## src/pcl_pkg.sv

```systemverilog
// Shared types and constants of the press code lock.
`timescale 1ns / 1ps
package pcl_pkg;

  // Event codes reported with each item
  localparam logic [2:0] EV_NONE     = 3'd0;
  localparam logic [2:0] EV_ACCEPT   = 3'd1;
  localparam logic [2:0] EV_COMPLETE = 3'd2;
  localparam logic [2:0] EV_FAIL     = 3'd3;
  localparam logic [2:0] EV_LOCKOUT  = 3'd4;

  // Configuration register indexes
  localparam logic [2:0] REG_CODE_PATTERN = 3'd0;
  localparam logic [2:0] REG_LONG_PRESS   = 3'd1;
  localparam logic [2:0] REG_DEBOUNCE     = 3'd2;
  localparam logic [2:0] REG_IDLE_TIMEOUT = 3'd3;
  localparam logic [2:0] REG_MAX_FAILURES = 3'd4;

  // Register reset values
  localparam logic [7:0]  RST_CODE_PATTERN = 8'd173;
  localparam logic [15:0] RST_LONG_PRESS   = 16'd1000;
  localparam logic [15:0] RST_DEBOUNCE     = 16'd100;
  localparam logic [15:0] RST_IDLE_TIMEOUT = 16'd5000;
  localparam logic [1:0]  RST_MAX_FAILURES = 2'd3;

  // Code bits held in the pattern register
  localparam int PATTERN_BITS = 8;

  typedef struct packed {
    logic [7:0]  code_pattern;
    logic [15:0] long_press_ticks;
    logic [15:0] debounce_ticks;
    logic [15:0] idle_timeout_ticks;
    logic [1:0]  max_failures;
  } cfg_t;

  typedef struct packed {
    logic [1:0] failures_so_far;
    logic [2:0] entered_count;
    logic [2:0] event_res;
  } result_t;

endpackage

```

## src/press_code_lock.sv

```systemverilog
// Path: an accepted item waits in the input register and moves into the result register when that register can take it.
// Throughput: one item per cycle while out_tready keeps the result register free; the step logic between
// the input register and the result register updates the lock state once for every item.
// Reset: synchronous active-low rst_n clears the lock state and both stage valids
// and loads the configuration registers with their default values.
`timescale 1ns / 1ps
module press_code_lock #(
  parameter int CODE_LENGTH = 8
) (
  input  logic        clk,
  input  logic        rst_n,
  input  logic        in_tvalid,
  output logic        in_tready,
  input  logic [7:0]  in_tdata,   // [0] button_down, [7:1] zero
  output logic        out_tvalid,
  input  logic        out_tready,
  output logic [7:0]  out_tdata,  // [2:0] event_res, [5:3] entered_count, [7:6] failures_so_far
  input  logic        cfg_we,
  input  logic [2:0]  cfg_addr,
  input  logic [15:0] cfg_wdata
);

  pcl_pkg::cfg_t    cfg;
  pcl_pkg::result_t res;
  logic             ld_ready;
  logic             step;
  logic             step_down;

  pcl_cfg_regs u_cfg (
    .clk       (clk),
    .rst_n     (rst_n),
    .cfg_we    (cfg_we),
    .cfg_addr  (cfg_addr),
    .cfg_wdata (cfg_wdata),
    .cfg       (cfg)
  );

  pcl_in_stage u_in (
    .clk         (clk),
    .rst_n       (rst_n),
    .in_tvalid   (in_tvalid),
    .in_tready   (in_tready),
    .button_down (in_tdata[0]),
    .ld_ready    (ld_ready),
    .step        (step),
    .step_down   (step_down)
  );

  pcl_core #(
    .CODE_LENGTH (CODE_LENGTH)
  ) u_core (
    .clk   (clk),
    .rst_n (rst_n),
    .cfg   (cfg),
    .step  (step),
    .down  (step_down),
    .res   (res)
  );

  pcl_out_stage u_out (
    .clk        (clk),
    .rst_n      (rst_n),
    .load       (step),
    .res        (res),
    .ld_ready   (ld_ready),
    .out_tvalid (out_tvalid),
    .out_tready (out_tready),
    .out_tdata  (out_tdata)
  );

`ifndef SYNTH
  // A stepped item always shows up as a result next cycle
  a_step_to_out: assert property (@(posedge clk) disable iff (!rst_n)
    step |=> out_tvalid)
    else $error("stepped item did not reach the result register");

  // The failure count wraps to zero before it can reach three
  a_fail_range: assert property (@(posedge clk) disable iff (!rst_n)
    out_tvalid |-> (out_tdata[7:6] != 2'd3))
    else $error("failure count out of range");

  // A completed code clears the entry and the failure count
  a_complete_clears: assert property (@(posedge clk) disable iff (!rst_n)
    (out_tvalid && (out_tdata[2:0] == pcl_pkg::EV_COMPLETE)) |->
      (out_tdata[5:3] == 3'd0 && out_tdata[7:6] == 2'd0))
    else $error("code complete left state behind");

  // A lockout clears the failure count and the entry
  a_lockout_clears: assert property (@(posedge clk) disable iff (!rst_n)
    (out_tvalid && (out_tdata[2:0] == pcl_pkg::EV_LOCKOUT)) |->
      (out_tdata[5:3] == 3'd0 && out_tdata[7:6] == 2'd0))
    else $error("lockout left state behind");
`endif

endmodule

```

## src/pcl_cfg_regs.sv

```systemverilog
// Configuration register bank of the press code lock.
`timescale 1ns / 1ps
module pcl_cfg_regs (
  input  logic          clk,
  input  logic          rst_n,
  input  logic          cfg_we,
  input  logic [2:0]    cfg_addr,
  input  logic [15:0]   cfg_wdata,
  output pcl_pkg::cfg_t cfg
);

  pcl_pkg::cfg_t cfg_r;
  pcl_pkg::cfg_t cfg_nxt;

  // Decode the write; ignore indexes past the register list
  always_comb begin
    cfg_nxt = cfg_r;
    if (cfg_we) begin
      unique case (cfg_addr)
        pcl_pkg::REG_CODE_PATTERN: cfg_nxt.code_pattern       = cfg_wdata[7:0];
        pcl_pkg::REG_LONG_PRESS:   cfg_nxt.long_press_ticks   = cfg_wdata;
        pcl_pkg::REG_DEBOUNCE:     cfg_nxt.debounce_ticks     = cfg_wdata;
        pcl_pkg::REG_IDLE_TIMEOUT: cfg_nxt.idle_timeout_ticks = cfg_wdata;
        pcl_pkg::REG_MAX_FAILURES: cfg_nxt.max_failures       = cfg_wdata[1:0];
        default: ;
      endcase
    end
  end

  always_ff @(posedge clk) begin
    if (!rst_n) begin
      cfg_r.code_pattern       <= pcl_pkg::RST_CODE_PATTERN;
      cfg_r.long_press_ticks   <= pcl_pkg::RST_LONG_PRESS;
      cfg_r.debounce_ticks     <= pcl_pkg::RST_DEBOUNCE;
      cfg_r.idle_timeout_ticks <= pcl_pkg::RST_IDLE_TIMEOUT;
      cfg_r.max_failures       <= pcl_pkg::RST_MAX_FAILURES;
    end else begin
      cfg_r <= cfg_nxt;
    end
  end

  assign cfg = cfg_r;

endmodule

```

## src/pcl_in_stage.sv

```systemverilog
// Input register of the press code lock.
`timescale 1ns / 1ps
module pcl_in_stage (
  input  logic clk,
  input  logic rst_n,
  input  logic in_tvalid,
  output logic in_tready,
  input  logic button_down,
  input  logic ld_ready,
  output logic step,
  output logic step_down
);

  logic valid_r;
  logic valid_nxt;
  logic down_r;

  // Item leaves when the result register can take it
  assign step      = valid_r && ld_ready;
  assign in_tready = !valid_r || ld_ready;
  assign step_down = down_r;

  always_comb begin
    valid_nxt = valid_r;
    if (in_tready) begin
      valid_nxt = in_tvalid;
    end
  end

  always_ff @(posedge clk) begin
    if (!rst_n) begin
      valid_r <= 1'b0;
    end else begin
      valid_r <= valid_nxt;
    end
  end

  // Hold the button level of the waiting item
  always_ff @(posedge clk) begin
    if (in_tready) begin
      down_r <= button_down;
    end
  end

endmodule

```

## src/pcl_core.sv

```systemverilog
// Lock state and per-tick step logic of the press code lock.
`timescale 1ns / 1ps
module pcl_core #(
  parameter int CODE_LENGTH = 8
) (
  input  logic             clk,
  input  logic             rst_n,
  input  pcl_pkg::cfg_t    cfg,
  input  logic             step,
  input  logic             down,
  output pcl_pkg::result_t res
);

  localparam int PW = (CODE_LENGTH > 2) ? $clog2(CODE_LENGTH) : 1;

  logic [PW-1:0] pos_r, pos_nxt;
  logic [1:0]    fail_r, fail_nxt;
  logic          act_r, act_nxt;
  logic          deb_r, deb_nxt;
  logic [15:0]   held_r, held_nxt;
  logic [15:0]   idle_r, idle_nxt;

  logic [15:0] held_inc;
  logic [15:0] idle_inc;
  logic [3:0]  pos_ext;
  logic [4:0]  pos_plus;
  logic [1:0]  fail_inc;
  logic        fail_lock;
  logic        exp_sym;
  logic        sym;
  logic        timeout;
  logic [2:0]  ev;

  // Saturating tick counters
  assign idle_inc = (idle_r == 16'hFFFF) ? idle_r : idle_r + 16'd1;
  assign held_inc = ((deb_r || act_r) && (held_r != 16'hFFFF)) ? held_r + 16'd1 : held_r;

  // Expected symbol; positions past the pattern expect a short press
  assign pos_ext  = 4'(pos_r);
  assign pos_plus = 5'(pos_r) + 5'd1;
  assign exp_sym  = pos_ext[3] ? 1'b0 : cfg.code_pattern[pos_ext[2:0]];
  assign sym      = (held_inc >= cfg.long_press_ticks);

  assign fail_inc  = fail_r + 2'd1;
  assign fail_lock = (fail_inc >= cfg.max_failures);
  assign timeout   = !down && (pos_r != '0) && (idle_inc >= cfg.idle_timeout_ticks);

  // One tick step
  always_comb begin
    pos_nxt  = pos_r;
    fail_nxt = fail_r;
    act_nxt  = act_r;
    deb_nxt  = deb_r;
    held_nxt = held_inc;
    idle_nxt = idle_inc;
    ev       = pcl_pkg::EV_NONE;
    if (deb_r) begin
      // Resample the button once debounce time is up
      if (held_inc >= cfg.debounce_ticks) begin
        deb_nxt = 1'b0;
        act_nxt = down;
      end
    end else begin
      // Abort a partial entry left idle too long
      if (timeout) begin
        pos_nxt  = '0;
        act_nxt  = 1'b0;
        fail_nxt = fail_lock ? 2'd0 : fail_inc;
        ev       = fail_lock ? pcl_pkg::EV_LOCKOUT : pcl_pkg::EV_FAIL;
      end
      // Class the press on release and check it against the code
      if (act_nxt && !down) begin
        act_nxt  = 1'b0;
        idle_nxt = 16'd0;
        if (sym == exp_sym) begin
          if (pos_plus >= 5'(CODE_LENGTH)) begin
            pos_nxt  = '0;
            fail_nxt = 2'd0;
            ev       = pcl_pkg::EV_COMPLETE;
          end else begin
            pos_nxt = PW'(pos_plus);
            ev      = pcl_pkg::EV_ACCEPT;
          end
        end else begin
          pos_nxt  = '0;
          fail_nxt = fail_lock ? 2'd0 : fail_inc;
          ev       = fail_lock ? pcl_pkg::EV_LOCKOUT : pcl_pkg::EV_FAIL;
        end
      end
      // Start debounce on a new press edge
      if (!act_nxt && down) begin
        deb_nxt  = 1'b1;
        held_nxt = 16'd0;
      end
    end
  end

  always_ff @(posedge clk) begin
    if (!rst_n) begin
      pos_r  <= '0;
      fail_r <= 2'd0;
      act_r  <= 1'b0;
      deb_r  <= 1'b0;
      held_r <= 16'd0;
      idle_r <= 16'd0;
    end else if (step) begin
      pos_r  <= pos_nxt;
      fail_r <= fail_nxt;
      act_r  <= act_nxt;
      deb_r  <= deb_nxt;
      held_r <= held_nxt;
      idle_r <= idle_nxt;
    end
  end

  assign res.event_res       = ev;
  assign res.entered_count   = 4'(pos_nxt) > 4'd0 ? 3'(pos_nxt) : 3'd0;
  assign res.failures_so_far = fail_nxt;

endmodule

```

## src/pcl_out_stage.sv

```systemverilog
// Result register of the press code lock.
`timescale 1ns / 1ps
module pcl_out_stage (
  input  logic             clk,
  input  logic             rst_n,
  input  logic             load,
  input  pcl_pkg::result_t res,
  output logic             ld_ready,
  output logic             out_tvalid,
  input  logic             out_tready,
  output logic [7:0]       out_tdata
);

  logic             valid_r;
  logic             valid_nxt;
  pcl_pkg::result_t res_r;

  // Free when empty or being drained this cycle
  assign ld_ready = !valid_r || out_tready;

  always_comb begin
    valid_nxt = valid_r;
    if (ld_ready) begin
      valid_nxt = load;
    end
  end

  always_ff @(posedge clk) begin
    if (!rst_n) begin
      valid_r <= 1'b0;
    end else begin
      valid_r <= valid_nxt;
    end
  end

  always_ff @(posedge clk) begin
    if (load) begin
      res_r <= res;
    end
  end

  assign out_tvalid = valid_r;
  assign out_tdata  = res_r;

endmodule

```

## config.mk

```make
export PLATFORM = sky130hd
export DESIGN_NAME = press_code_lock
export DESIGN_NICKNAME = d
export VERILOG_FILES = /design/src/pcl_pkg.sv /design/src/press_code_lock.sv /design/src/pcl_cfg_regs.sv /design/src/pcl_in_stage.sv /design/src/pcl_core.sv /design/src/pcl_out_stage.sv
export SDC_FILE = /design/constraint.sdc
export NUM_CORES = 1
export LEC_CHECK = 0
export ABC_AREA = 1
export BUFFER_PORTS_ARGS = -buffer_cell sky130_fd_sc_hd__buf_2
export CORE_MARGIN = 3
export CORE_UTILIZATION = 61
export DETAILED_ROUTE_END_ITERATION = 10
export GPL_ROUTABILITY_DRIVEN = 0
export GPL_TIMING_DRIVEN = 0
export HOLD_SLACK_MARGIN = 0.12
export PLACE_DENSITY = 0.86
export SLEW_MARGIN = 20
export SYNTH_ARGS = -nofsm -noshare
export SYNTH_HDL_FRONTEND = slang
export SYNTH_SLANG_ARGS = --single-unit
```

## constraint.sdc

```tcl
create_clock -name clk -period 3.9 [get_ports clk]
set_clock_uncertainty 0.15 [all_clocks]
set_input_delay 0 -clock clk [delete_from_list [all_inputs] [get_ports clk]]
set_output_delay 0 -clock clk [all_outputs]
set_load 0.05 [all_outputs]
```

After elaboration in Yosys (flattened, before gate mapping). Cells that the tools add are included.

Add/subtract/negate cells: 4. Muxes and demuxes: 33. Equality and inequality tests: 8. Order comparisons: 7. Reductions and logical operators: 21.

Operators by type and width (count): 16-bit two-way mux (6); 16-bit >= comparator (3); 16-bit by 1-bit adder with 16-bit output (second input constant) (2); 3-bit two-way mux (9); 16-bit equality test (second input constant) (1); 16-bit != test (second input constant) (1); 2-bit two-way mux (7); 2-bit AND reduction (6); 1-bit two-way mux (10); 3-bit by 2-bit equality test with 1-bit output (second input constant) (2); 1-bit logical AND (6); 5-bit by 4-bit >= comparator with 1-bit output (second input constant) (1); 3-bit by 1-bit adder with 4-bit output (second input constant) (1); 1-bit zero test (4); 3-bit by 4-bit < comparator with 1-bit output (second input constant) (1); 1-bit binary-select mux with 3-bit select (1); 3-bit by 1-bit equality test with 1-bit output (second input constant) (1); 3-bit equality test (second input constant) (1); 3-bit by 1-bit greater-than comparator with 1-bit output (second input constant) (1); 3-bit zero test (1); 1-bit logical OR (3); 3-bit nonzero test (1); 2-bit by 1-bit adder with 2-bit output (second input constant) (1); 2-bit >= comparator (1); 2 further kinds (2).

Logic and storage cells: 90. Bits of input ports: 32. Output and inout bits: 10. Register bits after elaboration: 108.

Longest topological paths before layout. Gate-level depths: netlist of run 1.

Depth in word-level cells: 13. Mapped depth: 28.

Modules after synthesis. Synthesis of run 1 repeated with hierarchy kept, for this count alone.

Cell total of the unflattened synthesis: 981. Area, all modules: 6613.8 µm².

Modules (own cells, without submodules): pcl_core (seq. area each 780.7 µm², area an instance 3942.5 µm², cells an instance 634, times used 1); pcl_cfg_regs (seq. area each 1161.1 µm², area an instance 2301.0 µm², cells an instance 324, times used 1); pcl_out_stage (seq. area each 260.2 µm², area an instance 286.5 µm², cells an instance 14, times used 1); pcl_in_stage (seq. area each 50.0 µm², area an instance 83.8 µm², cells an instance 9, times used 1).

Least setup slack after synthesis of run 1. Ideal clock, no wire load.

Path type: register -> register. Start point: reg u_core.idle_r[0]. End point: reg u_core.idle_r[11]. Data required time: 3.616 ns. Arrival: 3.005 ns. Clock period less this slack: 3.289 ns. Setup time: 0.134 ns. Slack: 0.611 ns. Stages on the path, launching flop included: 22. Cells stage by stage: dfxtp_1 ha_1 nand2_1 nor3_4 nand4_1 or2_1 nor2_1 nand2_1 o22ai_1 inv_1 ha_1 nand2_1 o21ai_0 nor2_1 nand2_1 a21oi_1 nand2_1 nand2_1 inv_1 buf_6 nand2_1 a21oi_1.

Word-level cells in the longest chain between the ends: 9. Elaborated cells between the ends (all ways): 10. Those cells by class: add/sub: 1; order compare: 1; eq/ne: 1; mux: 5; reduce/logical: 2.

Ends and longest elaborated chain: from (decl) (line pcl_core.sv:21) `logic [15:0] idle_r, idle_nxt;`; from (signal assigned) (line pcl_core.sv:112) `idle_r <= idle_nxt;`; 16-bit by 1-bit adder with 16-bit output or 16-bit equality test (tied branches) (line pcl_core.sv:35) `assign idle_inc = (idle_r == 16'hFFFF) ? idle_r : idle_r + 16'd1;`; 16-bit two-way mux * (line pcl_core.sv:35); 16-bit >= comparator (line pcl_core.sv:46) `assign timeout = !down && (pos_r != '0) && (idle_inc >= cfg.idle_timeout_ticks);`; 1-bit logical AND (line pcl_core.sv:46); 1-bit two-way mux (line pcl_core.sv:65) `if (timeout) begin`; 1-bit two-way mux (line pcl_core.sv:57) `if (deb_r) begin`; 1-bit logical AND (line pcl_core.sv:72) `if (act_nxt && !down) begin`; 16-bit two-way mux (line pcl_core.sv:72); 16-bit two-way mux * (line pcl_core.sv:57).

Mark *: on every way between the ends. The rest lies on a longest branch, timed or not. The select of a mux whose other input is x is not followed. A chain may end at the register's enable or synchronous reset.

==> impl_metrics.py, run 1 <==
metrics = {
    "status": {
        "status": "finished, final reports clean",
    },
    "drt": {
        "wl_um": 16100,
        "ant_nets": 0,
        "first_iter_violations": 521,
        "viasPerCell": 5.55,
        "post-route-drc-count": 0,
        "vias": 5981,
        "wl_per_cell_um": 14.9,
        "dr.pass1.iters": 6,
    },
    "floorplanning": {
        "num_io_pins": 42,
        "dieArea_mm2": 0.0113,
        "die_h_um": 106,
        "start_util": 0.645,
        "die_w_um": 106,
        "core-area_mm2": 0.00950,
        "rows": 35,
    },
    "finish": {
        "drive_gt1_frac": 0.0927,
        "final_cells": 1078,
        "layout.nets": 1030,
        "antenna_cells": 0,
        "area_growth_pct": 16.8,
    },
    "yosys": {
        "ys_warn_count": 0,
        "synth_fa_ha_area_frac": 0.110,
        "postSynthAreaPerCell_um2": 7.16,
        "synth_compound_area_frac": 0.162,
        "synth_top_family_by_area": "simple AND/OR/NAND/NOR gates",
        "synth_cell_types": 40,
        "synthCells": 856,
        "synth-seq-cells": 108,
        "yosysSeqAreaShare": 0.368,
        "synth-xor-area-share": 0.0355,
        "synthSimpleGateAreaFrac": 0.225,
        "synth-async-reset-ratio": 0,
        "synth_edf_count": 9,
        "synth_ff_type": "dfxtp_1",
        "synthMuxAreaShare": 0,
        "netlist_area_mm2": 0.00613,
        "synth_nets": 942,
    },
    "worst_setup_path": {
        "r2r-end": "u_out.out_tdata[6]",
        "startpoint_type": "register",
        "end_kind": "register",
        "rrSetupSlack_ns": 0.09,
        "worstRegToRegCells": 22,
        "cp_max_fo": 5,
        "required_ns": 3.90,
        "crit_type": "reg2reg",
        "r2r-start": "u_core.idle_r[0]",
        "arrival_ns": 3.81,
    },
    "placed_design": {
        "dp_hpwl_um": 11100,
        "portBuffers": 34,
        "place_ws_ns": -0.0847,
        "dp.cells": 1019,
    },
    "sta": {
        "hold_viol_final": 0,
        "fmax_mhz": 262,
        "worst_pin_slew_ns": 0.680,
        "setup_slack_ns": 0.0850,
        "setup_violations": 0,
        "hold-worst-slack_ns": 0.162,
        "slew_headroom": 0.544,
        "drv_slew": 0,
        "min_period_over_period": 0.978,
        "min_period_ns": 3.81,
    },
    "power_and_ir_drop": {
        "p_leak_nw": 3.26,
        "p_clk_frac": 0.318,
        "p_comb_frac": 0.145,
        "ir_drop_mv": 0.216,
        "seq_power_share": 0.537,
        "p_per_area_mw_per_mm2": 305,
        "total_power_mw": 2.19,
        "p_sw_mw": 0.639,
        "internal-power_mw": 1.55,
        "switching_share": 0.292,
    },
    "worst_hold_path": {
        "hp-class": "in2reg",
        "holdPathStages": 8,
        "whs_endpoint": "u_cfg.cfg[38]",
        "worst_hold_startpoint": "cfg_we",
    },
    "cts": {
        "clock_latency_ns": 0.39,
        "root_buffer": "clkbuf_8",
        "numCtsBuffers": 9,
        "cts_tree": "yes",
        "cts_buffer_depth": 2,
        "clk_pin_slew_ns": 0.12,
        "cts_max_level": 3,
        "clock-sinks": 108,
    },
    "global_route": {
        "grt_use_total": 0.288,
        "grt_start_max_net_pins": 20,
        "grt_pass1_vias": 5552,
        "grt_pass1_wl_um": 26200,
        "antenna_found_initial": 1,
        "overflow": 0,
    },
    "flow_run": {
        "drv_cap": 0,
    },
}
power groups by stage:
| stage | combinational [mW] | sequential, mW | clock, mW |
|---|---|---|---|
| floorplan | 0.171 | 1.21 | 0 |
| global placement | 0.261 | 1.20 | 0 |
| detailed placement | 0.268 | 1.20 | 0 |
| CTS | 0.293 | 1.17 | 0.704 |
| global route | 0.351 | 1.18 | 0.750 |
| finish | 0.316 | 1.17 | 0.695 |
placed cells by master (no fill, tap or decap), types with 2 or more instances in the layout:
cell type      Yosys  layout
ha_1              54      53
a31oi_1            4       4
edfxtp_1           9       9
inv_1            127     126
clkinv_1           2       2
o21ai_1            1       2
xor2_1            18      17
nor4_1             4       4
dfxtp_2            0       3
inv_2              5       5
dfxtp_1           99      95
o21bai_1           2       2
nor3_1            15      14
clkbuf_8           0       9
clkbuf_1          20      20
nand2_2            1       4
o211ai_1          12      12
nand3_1           39      38
nor3_4             2       2
nand3_2            1       2
nor2_2             2       2
nand2_1          201     197
xnor2_1            5       5
a221oi_1           2       2
nor2_1            50      50
buf_2              0      34
buf_4              0       7
buf_6              1       3
dlygate4sd3_1      2      36
nand4_1            6       6
nor3_2             1       2
o21ai_0           58      57
a21oi_1          102     101
inv_6              0       3
kinds of logic (layout without fill, tap and decap cells):
logic type / Yosys count / in the layout
xor gates and xnor gates: 24 / 24
and+or+nand+nor: 327 / 327
adders and majority gates: 54 / 54
DFF: 108 / 108
AOI/OAI and AO/OA: 186 / 186
buffers and inverters: 157 / 250
per-layer routing:
| metal | part of all wire | global-route usage | vias up |
|---|---|---|---|
| li1 | - | - | 2969 |
| met1 | 0.43 | 0.383 | 2713 |
| met2 | 0.47 | 0.474 | 255 |
| met3 | 0.075 | 0.0607 | 42 |
| met4 | 0.023 | 0.0786 | 2 |
| met5 | 0.0011 | 0 | - |
area by class of cell:
class / count / area [um2]
tap: 129 / 161
sequential: 108 / 2260
timing repair buffer: 77 / 586
fill: 747 / 2350
inverter: 134 / 505
clock inverter: 6 / 55.1
clock buffer: 10 / 149
multi-input combinational: 591 / 3330
buffer: 23 / 106
through the flow:
step                      instance area, um2  TNS [ns]  utilization
final                                   7150         0        0.753
after global routing                    7150     -4.17        0.753
after CTS                               7030         0        0.740
after detailed placement                6460    -0.809        0.680
after global placement                  6460    -0.391        0.680
after floorplan                         6130         0            -
worst max-delay path: stages, from the launching register on:
cell     delay, ns
dfxtp_4       0.41
ha_4          0.15
nand2_1       0.08
nor3_4        0.33
nand3_1       0.18
nor2_1        0.27
inv_1         0.16
nand2_1       0.12
ha_1          0.26
nand2_1       0.08
inv_1         0.04
nor2_1        0.18
o21a_1        0.19
nand2_1       0.09
nand2_1       0.08
nand2_2       0.11
a21oi_4       0.22
buf_6         0.14
nand2_2       0.06
nand2_1       0.08
nand3_1       0.07
nand2_1       0.09
inv_1         0.04
state kept, by name, summed over array words and instances (netlist names):
| name | flops |
|---|---|
| u_core.deb_r | 1 |
| u_out.out_tdata | 8 |
| u_core.fail_r | 2 |
| u_core.idle_r | 16 |
| u_core.act_r | 1 |
| u_core.pos_r | 3 |
| u_in.step_down | 1 |
| u_out.out_tvalid | 1 |
| u_in.valid_r | 1 |
| u_core.held_r | 16 |
| u_cfg.cfg | 58 |
how the worst max path moves through the flow:
| stage | startpoint | to | cells past startpoint |
|---|---|---|---|
| finish | u_core.idle_r[0] | u_out.out_tdata[6] | 22 |
| global route | u_core.idle_r[0] | u_out.out_tdata[6] | 22 |
| CTS | u_core.idle_r[0] | u_core.idle_r[9] | 23 |
| detailed placement | u_core.idle_r[0] | u_core.idle_r[8] | 22 |
| global placement | u_core.idle_r[0] | u_core.idle_r[12] | 22 |
| floorplan | u_core.idle_r[0] | u_core.idle_r[11] | 21 |
synth_stat cells, drive strengths merged, types with 6 or more instances:
master | instances | area share
nand2 | 202 | 0.12
inv | 132 | 0.081
a21oi | 103 | 0.085
dfxtp | 99 | 0.32
o21ai | 59 | 0.048
ha | 54 | 0.11
nor2 | 52 | 0.033
nand3 | 40 | 0.033
clkbuf | 20 | 0.012
xor2 | 19 | 0.028
nor3 | 18 | 0.019
o211ai | 12 | 0.015
edfxtp | 9 | 0.044
nand4 | 6 | 0.0061
timing repair:
item / 4_1_cts / 5_1_grt
hold buffers: 34 / 0
endpoints found under the setup margin: 11 / 28
setup buffers: 2 / 7
gates resized for setup: 3 / 20
hold endpoints to repair: 66 / 0
pin swaps: 1 / 9
No activity file was read; power rests on OpenSTA's default activity.
==> run 2: changes to the inputs <==
--- a/config.mk
+++ b/config.mk
@@ -5,7 +5,6 @@
 export SDC_FILE = /design/constraint.sdc
 export NUM_CORES = 1
 export LEC_CHECK = 0
-export ABC_AREA = 1
 export BUFFER_PORTS_ARGS = -buffer_cell sky130_fd_sc_hd__buf_2
 export CORE_MARGIN = 3
 export CORE_UTILIZATION = 61
==> run 2 against run 1 <==
Effect of this change:
- the flow now finishes with violations (setup timing)
- via count rose by 21%
- non-clock buffer count rose by 52
- largest power group unchanged
- sequential cell count did not move
- setup slack got worse by 0.34 ns
==> impl_metrics.py, run 2 <==
metrics = {
    "cts": {
        "clk_pin_slew_ns": 0.12,
        "root_buffer": "clkbuf_8",
        "clock_latency_ns": 0.40,
        "clock-sinks": 108,
        "cts_max_level": 3,
        "cts_tree": "yes",
        "numCtsBuffers": 9,
        "cts_buffer_depth": 2,
    },
    "floorplanning": {
        "dieArea_mm2": 0.0114,
        "num_io_pins": 42,
        "start_util": 0.629,
        "core-area_mm2": 0.00982,
        "rows": 36,
        "die_h_um": 107,
        "die_w_um": 107,
    },
    "sta": {
        "hold-worst-slack_ns": 0.157,
        "setup_violations": 24,
        "hold_viol_final": 0,
        "setup_slack_ns": -0.253,
        "drv_slew": 0,
        "min_period_over_period": 1.06,
        "slew_headroom": 0.348,
        "rsz0062_at_grt": "true",
        "min_period_ns": 4.15,
        "worst_pin_slew_ns": 0.978,
        "fmax_mhz": 241,
    },
    "yosys": {
        "synth_cell_types": 66,
        "synth_fa_ha_area_frac": 0.109,
        "synthSimpleGateAreaFrac": 0.210,
        "synth_nets": 844,
        "synth.most_common_cell": "nand2_1",
        "synth_top_area_share": 0.321,
        "ys_warn_count": 0,
        "synth_compound_area_frac": 0.207,
        "synthTopCellsByCount": "nand2_1, dfxtp_1, a21oi_1",
        "synthCells": 758,
        "yosysSeqAreaShare": 0.365,
        "synth_top_family_by_area": "simple AND/OR/NAND/NOR gates",
        "synth-seq-cells": 108,
        "synth_edf_count": 9,
        "synthMuxAreaShare": 0.0178,
        "postSynthAreaPerCell_um2": 8.14,
        "synth_area_leaders": "dfxtp_1, ha_1, nand2_1, a21oi_1, edfxtp_1",
        "synth-async-reset-ratio": 0,
        "netlist_area_mm2": 0.00617,
        "synth_ff_type": "dfxtp_1",
        "synth_largest_area_cell": "dfxtp_1",
        "synth-xor-area-share": 0.0340,
    },
    "drt": {
        "ant_nets": 0,
        "wl_per_cell_um": 24.0,
        "viasPerCell": 7.04,
        "post-route-drc-count": 0,
        "wl_um": 24700,
        "first_iter_violations": 1029,
        "dr.pass1.iters": 9,
        "vias": 7240,
    },
    "placed_design": {
        "place_ws_ns": -0.712,
        "dp_hpwl_um": 12100,
        "dp.cells": 923,
        "portBuffers": 32,
    },
    "finish": {
        "final_cells": 1029,
        "largest_reg_flops": 58,
        "antenna_cells": 0,
        "layout.nets": 977,
        "mostFrequentLayoutCell": "nand2_1",
        "area_growth_pct": 34.2,
        "multi_input_area_mm2": 0.00432,
        "ff_latch_area_mm2": 0.00229,
        "final_cell_mix": "nand2_1, dfxtp_1, a21oi_1",
        "drive_gt1_frac": 0.269,
        "fillerInstances": 469,
        "final_core_util": 0.844,
    },
    "power_and_ir_drop": {
        "total_power_mw": 2.17,
        "p_leak_nw": 3.39,
        "p_per_area_mw_per_mm2": 261,
        "ir_drop_mv": 0.275,
    },
    "global_route": {
        "grt_start_max_net_pins": 20,
        "antenna_found_initial": 0,
        "grt_pass1_vias": 6398,
        "grt_pass1_wl_um": 31300,
        "grt_use_total": 0.346,
        "overflow": 0,
    },
    "worst_setup_path": {
        "crit_type": "reg2reg",
        "startpoint_type": "register",
        "critPathLaunch": "u_core.idle_r[6]",
        "end_kind": "register",
        "required_ns": 4.08,
        "rrSetupSlack_ns": -0.25,
        "cp_max_fo": 7,
        "worstRegToRegCells": 15,
        "r2r-end": "u_core.idle_r[0]",
        "r2r-start": "u_core.idle_r[6]",
        "endpoint": "u_core.idle_r[0]",
        "arrival_ns": 4.34,
    },
    "status": {
        "violations": "setup timing",
        "status": "complete, but fails checks",
    },
    "worst_hold_path": {
        "hp-class": "in2reg",
    },
    "flow_run": {
        "drv_cap": 0,
    },
}
## run 2: cell count changes in the layout (fill, tap and decap cells not counted), moves of 14 or more
cell	delta
nand3_1	-24
nor2_1	-19
nand2_1	-63
buf_4	+47
o21ai_0	-37
a21oi_1	-37
inv_1	-70
dfxtp_1	-14
## run 2: critical path: stages, from the launching register on
cell	delay [ns]
dfxtp_2	0.39
and4_4	0.27
buf_6	0.11
nand4_1	0.17
buf_6	0.21
nor3_4	0.21
nor3_2	0.09
xor2_1	0.34
ha_1	0.27
nand2_2	0.08
nor4_4	0.16
or4b_4	0.54
a31oi_4	0.34
o21ai_2	0.17
or3_4	0.45
a21oi_2	0.12
## run 2: cells by family after synthesis
logic type	after synthesis
adder cells (fa/ha/maj)	54
multiplexers	8
AO/OA/AOI/OAI	194
flip-flops	108
XOR/XNOR	24
buffers and inverters	91
AND/OR/NAND/NOR	279
## run 2: how the worst min path moves through the flow
stage          cells after the start         from              to
6_report                           2  in_tdata[0]  u_in.step_down
3_5_place_dp                       1  in_tdata[0]  u_in.step_down
4_1_cts                            2  in_tdata[0]  u_in.step_down
3_3_place_gp                       1  in_tdata[0]  u_in.step_down
5_1_grt                            2  in_tdata[0]  u_in.step_down
2_1_floorplan                      0  in_tdata[0]  u_in.step_down
## run 2: layout make-up
type	count	area share
multi-input combinational	560	0.521
sequential	108	0.276
timing repair buffer	124	0.115
inverter	60	0.0275
tap	133	0.0201
buffer	28	0.0151
clock buffer	9	0.0150
clock inverter	7	0.00982
## run 2: timing repair
| item | in CTS | in global routing |
|---|---|---|
| pin swaps | 33 | 38 |
| hold buffers | 32 | 0 |
| gates resized for setup | 86 | 75 |
| cloned | 1 | 0 |
| buffers inserted | 32 | 29 |
| endpoints found under the hold margin | 69 | 0 |
| setup endpoints to repair | 29 | 29 |
## run 2: through the flow
stage                     TNS [ns]  instance area (um2)
after floorplan                  0                 6200
after global placement      -11.24                 6530
after detailed placement    -13.58                 6530
after CTS                  -0.0863                 7680
after global routing         -4.13                 8280
final                        -2.75                 8280
## run 2: per-layer routing
metal / track usage / routed length, um / vias to the layer above
met5: 0 / 0 / -
met3: 0.0548 / 3250 / 271
met1: 0.425 / 8350 / 3267
met2: 0.568 / 10700 / 761
li1: - / - / 2941
met4: 0.215 / 2370 / 0
## run 2: power breakdown
group          switching, mW  total (mW)  leakage [nW]  internal [mW]
sequential            0.0170        1.15         0.901           1.14
combinational          0.169       0.262          2.38         0.0936
clock                  0.443       0.751         0.101          0.308
